==> config.mk <==
export PLATFORM = sky130hd
export DESIGN_NAME = minmax_peak_decimator_flat
export DESIGN_NICKNAME = d
export VERILOG_FILES = /design/src/mmpd_pkg.sv /design/src/mmpd_if.sv /design/src/minmax_peak_decimator.sv /design/src/mmpd_cfg_regs.sv /design/src/mmpd_in_reg.sv /design/src/mmpd_bin_core.sv /design/src/mmpd_out_reg.sv /design/src/flat_wrapper.sv
export VERILOG_INCLUDE_DIRS = /design/src /design/src/src
export SDC_FILE = /design/constraint.sdc
export NUM_CORES = 1
export LEC_CHECK = 0
export BUFFER_PORTS_ARGS = -buffer_cell sky130_fd_sc_hd__buf_2
export CAP_MARGIN = 10
export CORE_MARGIN = 2
export CORE_UTILIZATION = 55
export DETAILED_ROUTE_END_ITERATION = 8
export GPL_ROUTABILITY_DRIVEN = 0
export HOLD_SLACK_MARGIN = 0.02
export PLACE_DENSITY_LB_ADDON = 0.2
export SETUP_SLACK_MARGIN = 0.05
export SLEW_MARGIN = 30
export SYNTH_ARGS = -nofsm -noshare
export SYNTH_HDL_FRONTEND = slang
export SYNTH_HIERARCHICAL = 1
export SYNTH_SLANG_ARGS = --single-unit
==> constraint.sdc <==
create_clock -name clk -period 13.4 [get_ports clk]
set_input_delay 1.34 -clock clk [delete_from_list [all_inputs] [get_ports clk]]
set_output_delay 1.34 -clock clk [all_outputs]
set_load 0.02 [all_outputs]
==> src/assert_macros.svh <==
// Assertion macros for the RTL files; included by mmpd_bin_core.
`ifndef ASSERT_MACROS_SVH
`define ASSERT_MACROS_SVH

// Checked on every rising edge outside reset.
`define ASSERT_CLK(label, clk, rst_n, prop, msg) \
    label: assert property (@(posedge clk) disable iff (!rst_n) prop) else $error(msg);

// Checked on every rising edge, reset included.
`define ASSERT_ALWAYS(label, clk, prop, msg) \
    label: assert property (@(posedge clk) prop) else $error(msg);

`endif

==> src/mmpd_pkg.sv <==
// ----------------------------------------------------------------------------
// mmpd_pkg
// Types and constants of the min/max peak-detect decimator.
// ----------------------------------------------------------------------------
package mmpd_pkg;

    localparam int SAMPLE_W         = 32;
    localparam int IDX_W            = 16;
    localparam int SCALE_W          = 32;
    localparam int FRAC_W           = 16;
    localparam int ACC_W            = SCALE_W + 1;
    localparam int MMPD_MAX_SAMPLES = 65536;

    // Bin scales below 2.0 in Q16.16 select pass-through.
    localparam logic [SCALE_W-1:0] PASS_LIMIT       = SCALE_W'(32'h0002_0000);
    localparam logic [SCALE_W-1:0] BIN_SCALE_RESET  = SCALE_W'(32'h0001_0000);
    localparam logic [IDX_W-1:0]   LAST_INDEX_RESET = IDX_W'(1);

    typedef enum logic [0:0] {
        REG_BIN_SCALE  = 1'b0,
        REG_LAST_INDEX = 1'b1
    } reg_idx_t;

    typedef struct packed {
        logic [SCALE_W-1:0] bin_scale;
        logic [IDX_W-1:0]   last_index;
    } cfg_t;

    typedef struct packed {
        logic signed [SAMPLE_W-1:0] sample_x;
        logic signed [SAMPLE_W-1:0] sample_y;
    } sample_t;

    typedef struct packed {
        logic signed [SAMPLE_W-1:0] point_x;
        logic signed [SAMPLE_W-1:0] low_y;
        logic signed [SAMPLE_W-1:0] high_y;
        logic                       is_final;
    } result_t;

endpackage

==> src/mmpd_if.sv <==
// ----------------------------------------------------------------------------
// mmpd_if
// Valid/ready channels of the decimator: samples, points and configuration.
// ----------------------------------------------------------------------------
interface sample_if;
    import mmpd_pkg::*;

    logic                       valid;
    logic                       ready;
    logic signed [SAMPLE_W-1:0] sample_x;
    logic signed [SAMPLE_W-1:0] sample_y;

    modport source (output valid, output sample_x, output sample_y, input ready);
    modport sink   (input valid, input sample_x, input sample_y, output ready);
endinterface

interface point_if;
    import mmpd_pkg::*;

    logic                       valid;
    logic                       ready;
    logic signed [SAMPLE_W-1:0] point_x;
    logic signed [SAMPLE_W-1:0] low_y;
    logic signed [SAMPLE_W-1:0] high_y;
    logic                       is_final;

    modport source (output valid, output point_x, output low_y, output high_y,
                    output is_final, input ready);
    modport sink   (input valid, input point_x, input low_y, input high_y,
                    input is_final, output ready);
endinterface

interface cfg_if;
    import mmpd_pkg::*;

    logic               valid;
    logic               ready;
    reg_idx_t           index;
    logic [SCALE_W-1:0] data;

    modport source (output valid, output index, output data, input ready);
    modport sink   (input valid, input index, input data, output ready);
endinterface

==> src/minmax_peak_decimator.sv <==
// ----------------------------------------------------------------------------
// minmax_peak_decimator
// Min/max peak-detect decimation of one trace: one point per bin, or every
// sample as a point when the bin scale is below 2.0.
// ----------------------------------------------------------------------------
// Channel   Dir   Payload                                Item
// samples   in    sample_x, sample_y                     one trace sample
// points    out   point_x, low_y, high_y, is_final       one bin or sample point
// cfg       in    index, data                            one register write
//
// One sample is taken every cycle while the point sink keeps up; an accepted
// sample is held in the input register, and its result goes to the output register.
// Reset puts all state but the held sample and point data at its start values at once; there is no clearing pass.
// A stalled point sink holds the output register; the input register then
// holds, and samples are taken again as soon as the point is taken.
// ----------------------------------------------------------------------------
module minmax_peak_decimator #(
    parameter int MAX_SAMPLES = mmpd_pkg::MMPD_MAX_SAMPLES
) (
    input  logic    clk,
    input  logic    rst_n,
    sample_if.sink  samples,
    point_if.source points,
    cfg_if.sink     cfg
);
    import mmpd_pkg::*;

    cfg_t    regs;
    sample_t item;
    logic    item_valid;
    logic    item_take;
    logic    room;
    logic    res_valid;
    result_t res;

    mmpd_cfg_regs u_cfg (
        .clk   (clk),
        .rst_n (rst_n),
        .cfg   (cfg),
        .regs  (regs)
    );

    mmpd_in_reg u_in (
        .clk        (clk),
        .rst_n      (rst_n),
        .samples    (samples),
        .item       (item),
        .item_valid (item_valid),
        .item_take  (item_take)
    );

    mmpd_bin_core #(
        .MAX_SAMPLES (MAX_SAMPLES)
    ) u_core (
        .clk        (clk),
        .rst_n      (rst_n),
        .regs       (regs),
        .item       (item),
        .item_valid (item_valid),
        .item_take  (item_take),
        .room       (room),
        .res_valid  (res_valid),
        .res        (res)
    );

    mmpd_out_reg u_out (
        .clk       (clk),
        .rst_n     (rst_n),
        .res_valid (res_valid),
        .res       (res),
        .room      (room),
        .points    (points)
    );

endmodule

==> src/mmpd_cfg_regs.sv <==
// ----------------------------------------------------------------------------
// mmpd_cfg_regs
// Configuration registers: bin scale and last sample index.
// ----------------------------------------------------------------------------
module mmpd_cfg_regs (
    input  logic          clk,
    input  logic          rst_n,
    cfg_if.sink           cfg,
    output mmpd_pkg::cfg_t regs
);
    import mmpd_pkg::*;

    logic [SCALE_W-1:0] bin_scale_reg;
    logic [IDX_W-1:0]   last_index_reg;

    assign cfg.ready = 1'b1;
    assign regs.bin_scale  = bin_scale_reg;
    assign regs.last_index = last_index_reg;

    always_ff @(posedge clk or negedge rst_n)
    begin
        if (!rst_n)
        begin
            bin_scale_reg  <= BIN_SCALE_RESET;
            last_index_reg <= LAST_INDEX_RESET;
        end
        else if (cfg.valid)
        begin
            unique case (cfg.index)
                REG_BIN_SCALE:  bin_scale_reg  <= cfg.data;
                REG_LAST_INDEX: last_index_reg <= cfg.data[IDX_W-1:0];
                default:        ;
            endcase
        end
    end

endmodule

==> src/mmpd_in_reg.sv <==
// ----------------------------------------------------------------------------
// mmpd_in_reg
// Input register: holds one sample item until the bin logic takes it.
// ----------------------------------------------------------------------------
module mmpd_in_reg (
    input  logic              clk,
    input  logic              rst_n,
    sample_if.sink            samples,
    output mmpd_pkg::sample_t item,
    output logic              item_valid,
    input  logic              item_take
);
    import mmpd_pkg::*;

    logic    valid_reg;
    sample_t item_reg;

    // A new item may enter while the held one is taken in the same cycle.
    assign samples.ready = !valid_reg || item_take;
    assign item          = item_reg;
    assign item_valid    = valid_reg;

    always_ff @(posedge clk or negedge rst_n)
    begin
        if (!rst_n)
        begin
            valid_reg <= 1'b0;
        end
        else if (samples.ready)
        begin
            valid_reg <= samples.valid;
        end
    end

    always_ff @(posedge clk)
    begin
        if (samples.valid && samples.ready)
        begin
            item_reg.sample_x <= samples.sample_x;
            item_reg.sample_y <= samples.sample_y;
        end
    end

endmodule

==> src/mmpd_bin_core.sv <==
// ----------------------------------------------------------------------------
// mmpd_bin_core
// Bin state and the single-pass update: pass-through, running min/max,
// middle sample capture and accumulator advance at each bin boundary.
// ----------------------------------------------------------------------------
`include "assert_macros.svh"

module mmpd_bin_core #(
    parameter int MAX_SAMPLES = mmpd_pkg::MMPD_MAX_SAMPLES
) (
    input  logic              clk,
    input  logic              rst_n,
    input  mmpd_pkg::cfg_t    regs,
    input  mmpd_pkg::sample_t item,
    input  logic              item_valid,
    output logic              item_take,
    input  logic              room,
    output logic              res_valid,
    output mmpd_pkg::result_t res
);
    import mmpd_pkg::*;

    localparam int IDX_MAX = (1 << IDX_W) - 1;
    localparam logic [IDX_W-1:0] LAST_CAP =
        (MAX_SAMPLES - 1 > IDX_MAX) ? IDX_W'(IDX_MAX) : IDX_W'(MAX_SAMPLES - 1);

    function automatic logic [ACC_W-1:0] sat_add(input logic [ACC_W-1:0] acc,
                                                 input logic [SCALE_W-1:0] scale);
        logic [ACC_W:0] sum;
        sum = {1'b0, acc} + (ACC_W + 1)'(scale);
        return sum[ACC_W] ? {ACC_W{1'b1}} : sum[ACC_W-1:0];
    endfunction

    function automatic logic [IDX_W-1:0] bin_limit(input logic [ACC_W-1:0] acc,
                                                   input logic [IDX_W-1:0] last);
        logic [ACC_W-FRAC_W-1:0] whole;
        whole = acc[ACC_W-1:FRAC_W];
        return (whole < (ACC_W - FRAC_W)'(last)) ? whole[IDX_W-1:0] : last;
    endfunction

    logic [IDX_W-1:0]           sample_index_reg, sample_index_next;
    logic [ACC_W-1:0]           step_accum_reg, step_accum_next;
    logic [IDX_W-1:0]           bin_end_reg, bin_end_next;
    logic [IDX_W-1:0]           mid_index_reg, mid_index_next;
    logic signed [SAMPLE_W-1:0] run_min_reg, run_min_next;
    logic signed [SAMPLE_W-1:0] run_max_reg, run_max_next;
    logic signed [SAMPLE_W-1:0] mid_x_reg, mid_x_next;
    logic                       finished_reg, finished_next;

    logic [IDX_W-1:0]           eff_last;
    logic                       first;
    logic                       pass;
    logic                       fin;
    logic [ACC_W-1:0]           acc_cur;
    logic [IDX_W-1:0]           end_cur;
    logic [IDX_W-1:0]           mid_cur;
    logic signed [SAMPLE_W-1:0] min_cur;
    logic signed [SAMPLE_W-1:0] max_cur;
    logic signed [SAMPLE_W-1:0] midx_cur;
    logic [ACC_W-1:0]           acc_new;
    logic [IDX_W-1:0]           end_new;
    logic [IDX_W:0]             mid_sum;
    logic [IDX_W-1:0]           mid_new;

    assign item_take = item_valid && room;

    assign eff_last = (regs.last_index < LAST_CAP) ? regs.last_index : LAST_CAP;
    assign first    = (sample_index_reg == '0);
    assign pass     = (regs.bin_scale < PASS_LIMIT);
    assign fin      = (sample_index_reg >= eff_last);

    // The first sample of the run opens the first bin from the live scale.
    assign acc_cur = first ? ACC_W'(regs.bin_scale) : step_accum_reg;
    assign end_cur = first ? bin_limit(acc_cur, eff_last) : bin_end_reg;
    assign mid_cur = first ? (end_cur >> 1) : mid_index_reg;
    assign min_cur = (first || item.sample_y < run_min_reg) ? item.sample_y : run_min_reg;
    assign max_cur = (first || item.sample_y > run_max_reg) ? item.sample_y : run_max_reg;
    assign midx_cur = (sample_index_reg == mid_cur) ? item.sample_x : mid_x_reg;

    // Next bin, opened on the boundary sample itself.
    assign acc_new = sat_add(acc_cur, regs.bin_scale);
    assign end_new = bin_limit(acc_new, eff_last);
    assign mid_sum = (IDX_W + 1)'(sample_index_reg) + (IDX_W + 1)'(end_new);
    assign mid_new = mid_sum[IDX_W:1];

    always_comb
    begin
        sample_index_next = sample_index_reg;
        step_accum_next   = step_accum_reg;
        bin_end_next      = bin_end_reg;
        mid_index_next    = mid_index_reg;
        run_min_next      = run_min_reg;
        run_max_next      = run_max_reg;
        mid_x_next        = mid_x_reg;
        finished_next     = finished_reg;
        res_valid         = 1'b0;
        res.point_x       = item.sample_x;
        res.low_y         = item.sample_y;
        res.high_y        = item.sample_y;
        res.is_final      = fin;

        if (item_take && !finished_reg)
        begin
            if (pass)
            begin
                res_valid = 1'b1;
                if (fin)
                    finished_next = 1'b1;
                else
                    sample_index_next = sample_index_reg + 1'b1;
            end
            else
            begin
                step_accum_next = acc_cur;
                bin_end_next    = end_cur;
                mid_index_next  = mid_cur;
                run_min_next    = min_cur;
                run_max_next    = max_cur;
                mid_x_next      = midx_cur;
                if (!fin && sample_index_reg < end_cur)
                begin
                    sample_index_next = sample_index_reg + 1'b1;
                end
                else
                begin
                    res_valid   = 1'b1;
                    res.point_x = midx_cur;
                    res.low_y   = min_cur;
                    res.high_y  = max_cur;
                    if (fin)
                    begin
                        finished_next = 1'b1;
                    end
                    else
                    begin
                        step_accum_next   = acc_new;
                        bin_end_next      = end_new;
                        mid_index_next    = mid_new;
                        run_min_next      = item.sample_y;
                        run_max_next      = item.sample_y;
                        if (mid_new == sample_index_reg)
                            mid_x_next = item.sample_x;
                        sample_index_next = sample_index_reg + 1'b1;
                    end
                end
            end
        end
    end

    always_ff @(posedge clk or negedge rst_n)
    begin
        if (!rst_n)
        begin
            sample_index_reg <= '0;
            step_accum_reg   <= '0;
            bin_end_reg      <= IDX_W'(1);
            mid_index_reg    <= '0;
            run_min_reg      <= '0;
            run_max_reg      <= '0;
            mid_x_reg        <= '0;
            finished_reg     <= 1'b0;
        end
        else
        begin
            sample_index_reg <= sample_index_next;
            step_accum_reg   <= step_accum_next;
            bin_end_reg      <= bin_end_next;
            mid_index_reg    <= mid_index_next;
            run_min_reg      <= run_min_next;
            run_max_reg      <= run_max_next;
            mid_x_reg        <= mid_x_next;
            finished_reg     <= finished_next;
        end
    end

    `ASSERT_CLK(a_no_result_after_end, clk, rst_n, finished_reg |-> !res_valid, "result after run end")
    `ASSERT_CLK(a_final_ends_run, clk, rst_n, (res_valid && res.is_final) |=> finished_reg, "final result did not end the run")
    `ASSERT_CLK(a_index_advances, clk, rst_n, (res_valid && !res.is_final) |=> (sample_index_reg == $past(sample_index_reg) + 1'b1), "index did not advance after a result")

endmodule

==> src/mmpd_out_reg.sv <==
// ----------------------------------------------------------------------------
// mmpd_out_reg
// Output register: holds one point item until the sink takes it.
// ----------------------------------------------------------------------------
module mmpd_out_reg (
    input  logic              clk,
    input  logic              rst_n,
    input  logic              res_valid,
    input  mmpd_pkg::result_t res,
    output logic              room,
    point_if.source           points
);
    import mmpd_pkg::*;

    logic    valid_reg;
    result_t res_reg;

    assign room            = !valid_reg || points.ready;
    assign points.valid    = valid_reg;
    assign points.point_x  = res_reg.point_x;
    assign points.low_y    = res_reg.low_y;
    assign points.high_y   = res_reg.high_y;
    assign points.is_final = res_reg.is_final;

    always_ff @(posedge clk or negedge rst_n)
    begin
        if (!rst_n)
        begin
            valid_reg <= 1'b0;
        end
        else if (room)
        begin
            valid_reg <= res_valid;
        end
    end

    always_ff @(posedge clk)
    begin
        if (room && res_valid)
        begin
            res_reg <= res;
        end
    end

endmodule
==> src/flat_wrapper.sv <==
// flat-port wrapper written by rule: the top's interface ports become plain ports
module minmax_peak_decimator_flat import mmpd_pkg::*;
#(
    parameter int MAX_SAMPLES = mmpd_pkg::MMPD_MAX_SAMPLES
)
  (clk, rst_n, samples_valid, samples_sample_x, samples_sample_y, samples_ready, points_valid, points_point_x, points_low_y, points_high_y, points_is_final, points_ready, cfg_valid, cfg_index, cfg_data, cfg_ready);
  sample_if samples_i ();
  point_if points_i ();
  cfg_if cfg_i ();
  input  logic clk;
  input  logic rst_n;
  input wire logic [$bits(samples_i.valid)-1:0] samples_valid;
  input wire logic [$bits(samples_i.sample_x)-1:0] samples_sample_x;
  input wire logic [$bits(samples_i.sample_y)-1:0] samples_sample_y;
  output wire logic [$bits(samples_i.ready)-1:0] samples_ready;
  output wire logic [$bits(points_i.valid)-1:0] points_valid;
  output wire logic [$bits(points_i.point_x)-1:0] points_point_x;
  output wire logic [$bits(points_i.low_y)-1:0] points_low_y;
  output wire logic [$bits(points_i.high_y)-1:0] points_high_y;
  output wire logic [$bits(points_i.is_final)-1:0] points_is_final;
  input wire logic [$bits(points_i.ready)-1:0] points_ready;
  input wire logic [$bits(cfg_i.valid)-1:0] cfg_valid;
  input wire logic [$bits(cfg_i.index)-1:0] cfg_index;
  input wire logic [$bits(cfg_i.data)-1:0] cfg_data;
  output wire logic [$bits(cfg_i.ready)-1:0] cfg_ready;
  assign samples_i.valid = samples_valid;
  assign samples_i.sample_x = samples_sample_x;
  assign samples_i.sample_y = samples_sample_y;
  assign samples_ready = samples_i.ready;
  assign points_valid = points_i.valid;
  assign points_point_x = points_i.point_x;
  assign points_low_y = points_i.low_y;
  assign points_high_y = points_i.high_y;
  assign points_is_final = points_i.is_final;
  assign points_i.ready = points_ready;
  assign cfg_i.valid = cfg_valid;
  assign cfg_i.index = cfg_index;
  assign cfg_i.data = cfg_data;
  assign cfg_ready = cfg_i.ready;
  minmax_peak_decimator #(.MAX_SAMPLES(MAX_SAMPLES)) u_core (.clk(clk), .rst_n(rst_n), .samples(samples_i), .points(points_i), .cfg(cfg_i));
endmodule
### Word level (Yosys, flattened, before mapping)

Cells that the tools add are included.

* logic and storage cells: 87
* bits of input ports: 102
* output and inout bits: 100
* register bits: 389

* add/subtract/negate cells: 3
* bitwise logic cells: 2
* order comparisons: 8
* equality and inequality tests: 3
* mux-type cells: 35
* reductions and logical operators: 18

Operators by type and width (number)
* $mux W32: 10
* $mux W96: 3
* $mux W16: 12
* $mux W33: 4
* $add A33 B32 Y34: 1
* $lt A17 B16 Y1: 2
* $eq A16 B16 Y1: 2
* $gt A32 B32 Y1: 1
* $lt A32 B18 Y1 const B: 1
* $lt A32 B32 Y1: 1
* $add A16 B16 Y17: 1
* $add A16 B1 Y16 const B: 1
* $ge A16 B16 Y1: 1
* $logic_not A16 Y1: 1
* $lt A16 B16 Y1: 1
* $lt A16 B16 Y1 const B: 1
* $reduce_and A2 Y1: 4
* $mux W1: 6
* $logic_and A1 B1 Y1: 5
* $logic_not A1 Y1: 4
* $logic_or A1 B1 Y1: 4
* $ne A2 B2 Y1 const B: 1
* $not A1 Y1: 2

### Logic depth before layout (Yosys ltp)

* word-level depth: 11
* mapped depth: 53
* gate-level depth less buffers: 45

### Cells and area by module

The synthesis kept the hierarchy.

Modules (own cells, without submodules)
* mmpd_bin_core: times used 1, cells each 1906, area an instance 16632.2 sq um, sequential area each 4455.5 sq um
* mmpd_out_reg: times used 1, cells each 101, area an instance 2966.6 sq um, sequential area each 2937.8 sq um
* mmpd_in_reg: times used 1, cells each 68, area an instance 1975.6 sq um, sequential area each 1946.9 sq um
* mmpd_cfg_regs: times used 1, cells each 105, area an instance 1954.4 sq um, sequential area each 1203.7 sq um

### Least setup slack after synthesis

No wires, ideal clock.

* kind: register -> register
* from: reg u_core.u_core.sample_index_reg[1]
* to: reg u_core.u_core.mid_x_reg[10]
* setup slack: 2730 ps
* stages on the path, launching flop included: 53
* setup time: 132 ps
* data arrival time: 10539 ps
* data required time: 13268 ps
* path through: dfrtp_1 > inv_1 > ha_1 > nor3b_1 > and4_1 > clkbuf_1 > clkbuf_1 > clkbuf_1 > clkbuf_1 > nand2_1 > nand2_1 > ha_1 > a21oi_1 > o21ai_1 > a211o_1 > a211oi_1 > o31ai_1 > a21boi_0 > [17 not listed] > o21ai_0 > inv_1 > fa_1 > nor2b_1 > o21a_1 > o21ai_0 > a211o_1 > a21bo_2 > a21oi_1 > nor2_1 > xnor3_1 > nor4_1 > o2111ai_1 > nor4b_2 > and2_1 > buf_4 > buf_6 > o211ai_2

* longest elaborated chain between the ends: 11
* elaborated cells between the ends (all ways): 21

RTL lines
* start, declared: line mmpd_bin_core.sv:41 `logic [IDX_W-1:0] sample_index_reg, sample_index_next;`
* start signal, assigned: line mmpd_bin_core.sv:165 `sample_index_reg <= sample_index_next;`
* $logic_not A16 Y1: line mmpd_bin_core.sv:68 `assign first = (sample_index_reg == '0);`
* $mux W33: line mmpd_bin_core.sv:73 `assign acc_cur = first ? ACC_W'(regs.bin_scale) : step_accum_reg;`
* $add A33 B32 Y34 / $lt A17 B16 Y1 (equally long branches): line mmpd_bin_core.sv:30, mmpd_bin_core.sv:38
* $mux W33 / $mux W16 (equally long branches): line mmpd_bin_core.sv:31, mmpd_bin_core.sv:38
* $lt A17 B16 Y1 / $mux W16 (equally long branches): line mmpd_bin_core.sv:38, mmpd_bin_core.sv:74
* $mux W16, on equally long branches: line mmpd_bin_core.sv:38, mmpd_bin_core.sv:75
* $add A16 B16 Y17 / $eq A16 B16 Y1 (equally long branches): line mmpd_bin_core.sv:83, mmpd_bin_core.sv:78
* $eq A16 B16 Y1 / $mux W32 (equally long branches): line mmpd_bin_core.sv:141, mmpd_bin_core.sv:78
* $mux W32: line mmpd_bin_core.sv:141 `if (mid_new == sample_index_reg)`
* $mux W32: line mmpd_bin_core.sv:130 `if (fin)`
* $mux W32 *: line mmpd_bin_core.sv:120 `if (!fin && sample_index_reg < end_cur)`
* end signal, assigned: line mmpd_bin_core.sv:171 `mid_x_reg <= mid_x_next;`
* end, declared: line mmpd_bin_core.sv:47 `logic signed [SAMPLE_W-1:0] mid_x_reg, mid_x_next;`

Every way passes the cells marked *; elsewhere a longest branch is shown, timed or not.
A chain may end at the register's enable or synchronous reset.

### Final worst setup path

* from: reg u_core.u_core.sample_index_reg[1]
* to: reg u_core.u_core.mid_x_reg[6]

The elaborated chain is that of the path after synthesis.

==> results.py <==
metrics = {
    "route": {
        "detail_route.iter0.violations": 1486,
        "avgRoutedWirePerCell_um": 21.1,
        "route.final.wire_length_mm": 61.3,
        "dr_total_vias": 17900,
        "postRouteAntennaNets": 0,
        "detail_route.drc_violations": 0,
        "route.detailed.vias_per_inst": 6.16,
        "drt_first_pass_iters": 5,
    },
    "synth": {
        "synth_xor_xnor_area_share": 0.0308,
        "synth_sequential_area_ratio": 0.448,
        "synthDistinctLibCells": 87,
        "synth_area_um2": 23500,
        "synthesis.area_per_instance_um2": 10.8,
        "synth-warning-count": 6,
        "synthesized_area_fraction_occupied_by_and_or_nand_nor_cells": 0.114,
        "synth_top_family_by_area": "compound AO/OA/AOI/OAI gates",
        "synth-edff-count": 161,
        "yosys.area_share.adder": 0.0948,
        "syn-instance-count": 2180,
        "dominantRegCellSynth": "sky130_fd_sc_hd__dfrtp_1",
        "synth_seq_cells": 389,
        "synth_compound_area_frac": 0.153,
        "postSynthNetCount": 2459,
        "ys_async_sr_fraction": 0.586,
        "synth.mux.area_fraction": 0.118,
    },
    "timing": {
        "setup_repair_after_global_routing_missed_its_margin": "no",
        "skew_ns": 0.0229,
        "final_hold_viol_count": 0,
        "slew_viol_final": 0,
        "fraction_of_the_cycle_the_final_worst_path_needs": 0.898,
        "worstMarginPinSlew_ns": 0.970,
        "period_needed_ns": 12.03,
        "final.setup.tns_ns": 0,
        "setup_violations": 0,
        "maxClockFrequency_mhz": 83.1,
        "max_slew_margin": 0.352,
    },
    "global_routing": {
        "grt_overflow": 0,
        "grtUsageTotal": 0.276,
        "first_pass_grt_wire_length_mm": 96.9,
        "grt_pass1_vias": 17900,
        "grt_start_max_net_pins": 101,
        "grt_antenna_before_repair": 0,
    },
    "place": {
        "port_buffers": 200,
        "hpwlAfterDp_mm": 42.5,
        "place_area_um2": 25000,
    },
    "clocking": {
        "post_cts.resized_instances": 0,
        "postCtsSetupRepairBufs": 0,
        "clk_pin_slew_ns": 0.06,
        "cts_buffers": 42,
        "clockRootBuffer": "sky130_fd_sc_hd__clkbuf_16",
        "clock_tree_from_tritoncts": "done",
        "clock_path_buffers": 3,
        "insertion_delay_ns": 0.57,
        "cts.sink_count": 389,
        "hold_buffers": 0,
        "htree_levels": 2,
    },
    "final_layout": {
        "post-route-cell-area_um2": 26500,
        "area_growth_syn_to_layout_pct": 12.4,
        "post-route-util": 0.629,
        "largest_reg_flops": 64,
        "fillCellCount": 3350,
        "final_nets": 2615,
        "layout.cells.most_common_list": "274 x sky130_fd_sc_hd__nand2_1, 225 x sky130_fd_sc_hd__dfrtp_1, 199 x sky130_fd_sc_hd__buf_2, 175 x sky130_fd_sc_hd__ha_1, 161 x sky130_fd_sc_hd__edfxtp_1",
        "layout-drive-gt1-share": 0.228,
        "mostFrequentLayoutCell": "sky130_fd_sc_hd__nand2_1",
    },
    "flow_run": {
        "maxCapViolations": 0,
    },
    "setup_path": {
        "worst_path_largest_cell_delay_ns": 0.71,
        "cp-end-kind": "register",
        "worst_ep_arrival_time_ns": 12.47,
        "start_kind": "register",
        "worst-endpoint-required_ns": 13.84,
        "worstSetupPathType": "register to register",
        "path_max_fanout": 28,
        "critical_path.slowest_cell": "sky130_fd_sc_hd__and4_2",
    },
    "power_and_ir_drop": {
        "total_power_mw": 5.38,
        "reported_leakage_power_nw": 11.6,
        "vdd_drop_max_mv": 0.154,
        "power_density_nw_per_um2": 204,
    },
    "floorplanning": {
        "dieHeight_um": 211,
        "coreArea_um2": 42000,
        "io-pin-count": 202,
        "floorplan.rows": 75,
        "floorplan_die_area_um2": 44400,
        "die_w_um": 211,
        "floorplan.initialDensity": 0.560,
    },
    "status": {
        "status": "complete, no violations",
    },
    "worst_hold_path": {
        "worst_hold_path_type": "register to register",
    },
}
-- worst max-delay path, delay by kind of cell, from the launching register on --
| kind | cells | cell delay [ns] |
|---|---|---|
| buffers and inverters | 3 | 0.81 |
| AND/OR/NAND/NOR | 11 | 3.18 |
| XOR/XNOR | 2 | 0.50 |
| adder cells (fa/ha/maj) | 4 | 1.19 |
| AO/OA/AOI/OAI | 22 | 5.01 |
| flip-flops | 1 | 0.46 |
| multiplexers | 2 | 0.65 |
-- Yosys cell counts, drive strengths merged (11+ instances only) --
| library cell | number | area share |
|---|---|---|
| nand4 | 57 | 0.015 |
| edfxtp | 161 | 0.21 |
| o21ai | 115 | 0.024 |
| and3 | 11 | 0.0029 |
| a2bb2oi | 33 | 0.012 |
| nor2 | 74 | 0.012 |
| xnor2 | 42 | 0.016 |
| o211ai | 42 | 0.020 |
| mux2i | 25 | 0.011 |
| nand2 | 276 | 0.044 |
| o21a | 24 | 0.0077 |
| a21oi | 115 | 0.024 |
| a21o | 60 | 0.019 |
| nor3 | 36 | 0.0077 |
| o31ai | 12 | 0.0038 |
| clkbuf | 74 | 0.012 |
| mux2 | 215 | 0.11 |
| inv | 108 | 0.017 |
| xor2 | 20 | 0.0074 |
| buf | 38 | 0.012 |
| a31oi | 11 | 0.0029 |
| ha | 175 | 0.093 |
| dfrtp | 225 | 0.24 |
| nand2b | 24 | 0.0070 |
| nor2b | 17 | 0.0045 |
| nand3 | 31 | 0.0066 |
-- power breakdown --
| group | switching, mW | internal [mW] | total [mW] |
|---|---|---|---|
| clock | 0.485 | 0.734 | 1.22 |
| combinational | 1.41 | 1.03 | 2.43 |
| sequential | 0.210 | 1.52 | 1.73 |
-- path summary, 6_finish.rpt --
| kind | start | end | slack [ns] | depth (start not counted) |
|---|---|---|---|---|
| min reg2reg | u_core/u_core/step_accum_reg[12]$_DFFE_PN0P_ | u_core/u_core/step_accum_reg[12]$_DFFE_PN0P_ | 0.48 | 1 |
| max reg2reg | u_core/u_core/sample_index_reg[1]$_DFFE_PN0P_ | u_core/u_core/mid_x_reg[6]$_DFFE_PN0P_ | 1.37 | 44 |
| min in group asynchronous | rst_n | u_core/u_cfg/bin_scale_reg[4]$_DFFE_PN0P_ | 0.80 | 1 |
| max in group asynchronous | rst_n | u_core/u_core/run_min_reg[7]$_DFFE_PN0P_ | 11.30 | 2 |
| min | u_core/u_core/step_accum_reg[12]$_DFFE_PN0P_ | u_core/u_core/step_accum_reg[12]$_DFFE_PN0P_ | 0.48 | 1 |
| max | u_core/u_core/sample_index_reg[1]$_DFFE_PN0P_ | u_core/u_core/mid_x_reg[6]$_DFFE_PN0P_ | 1.37 | 44 |
-- kinds of logic after synthesis --
logic type               count (synthesis)
other                                    1
flip-flops                             389
adder cells (fa/ha/maj)                177
XOR/XNOR                                70
multiplexers                           240
buffers and inverters                  220
AO/OA/AOI/OAI                          513
AND/OR/NAND/NOR                        570
-- final cells by class --
class	count	area (um2)	share of cell area
multi-input combinational	1571	12100	0.458
sequential	389	10500	0.399
inverter	108	405	0.0153
antenna	1	2.50	0.0000946
tap	539	674	0.0255
clock buffer	57	1180	0.0446
clock inverter	21	273	0.0103
timing repair buffer	224	1260	0.0476
-- through the flow --
stage / instances / setup slack, ns / hold slack, ns
6_report: 2910 / 1.37 / 0.476
5_1_grt: 2909 / 0.441 / 0.502
4_1_cts: 2908 / 1.62 / 0.479
3_5_place_dp: 2830 / 1.73 / 0.466
3_3_place_gp: 2827 / 1.96 / 0.457
2_1_floorplan: 2180 / 2.73 / 0.444
-- per-layer routing --
layer  wire [um]  GRT usage
met5           0          0
met4        2600      0.123
met3        3680     0.0430
met2       29200      0.465
met1       25800      0.353
Note: power is estimated with default switching activity, not from simulation.
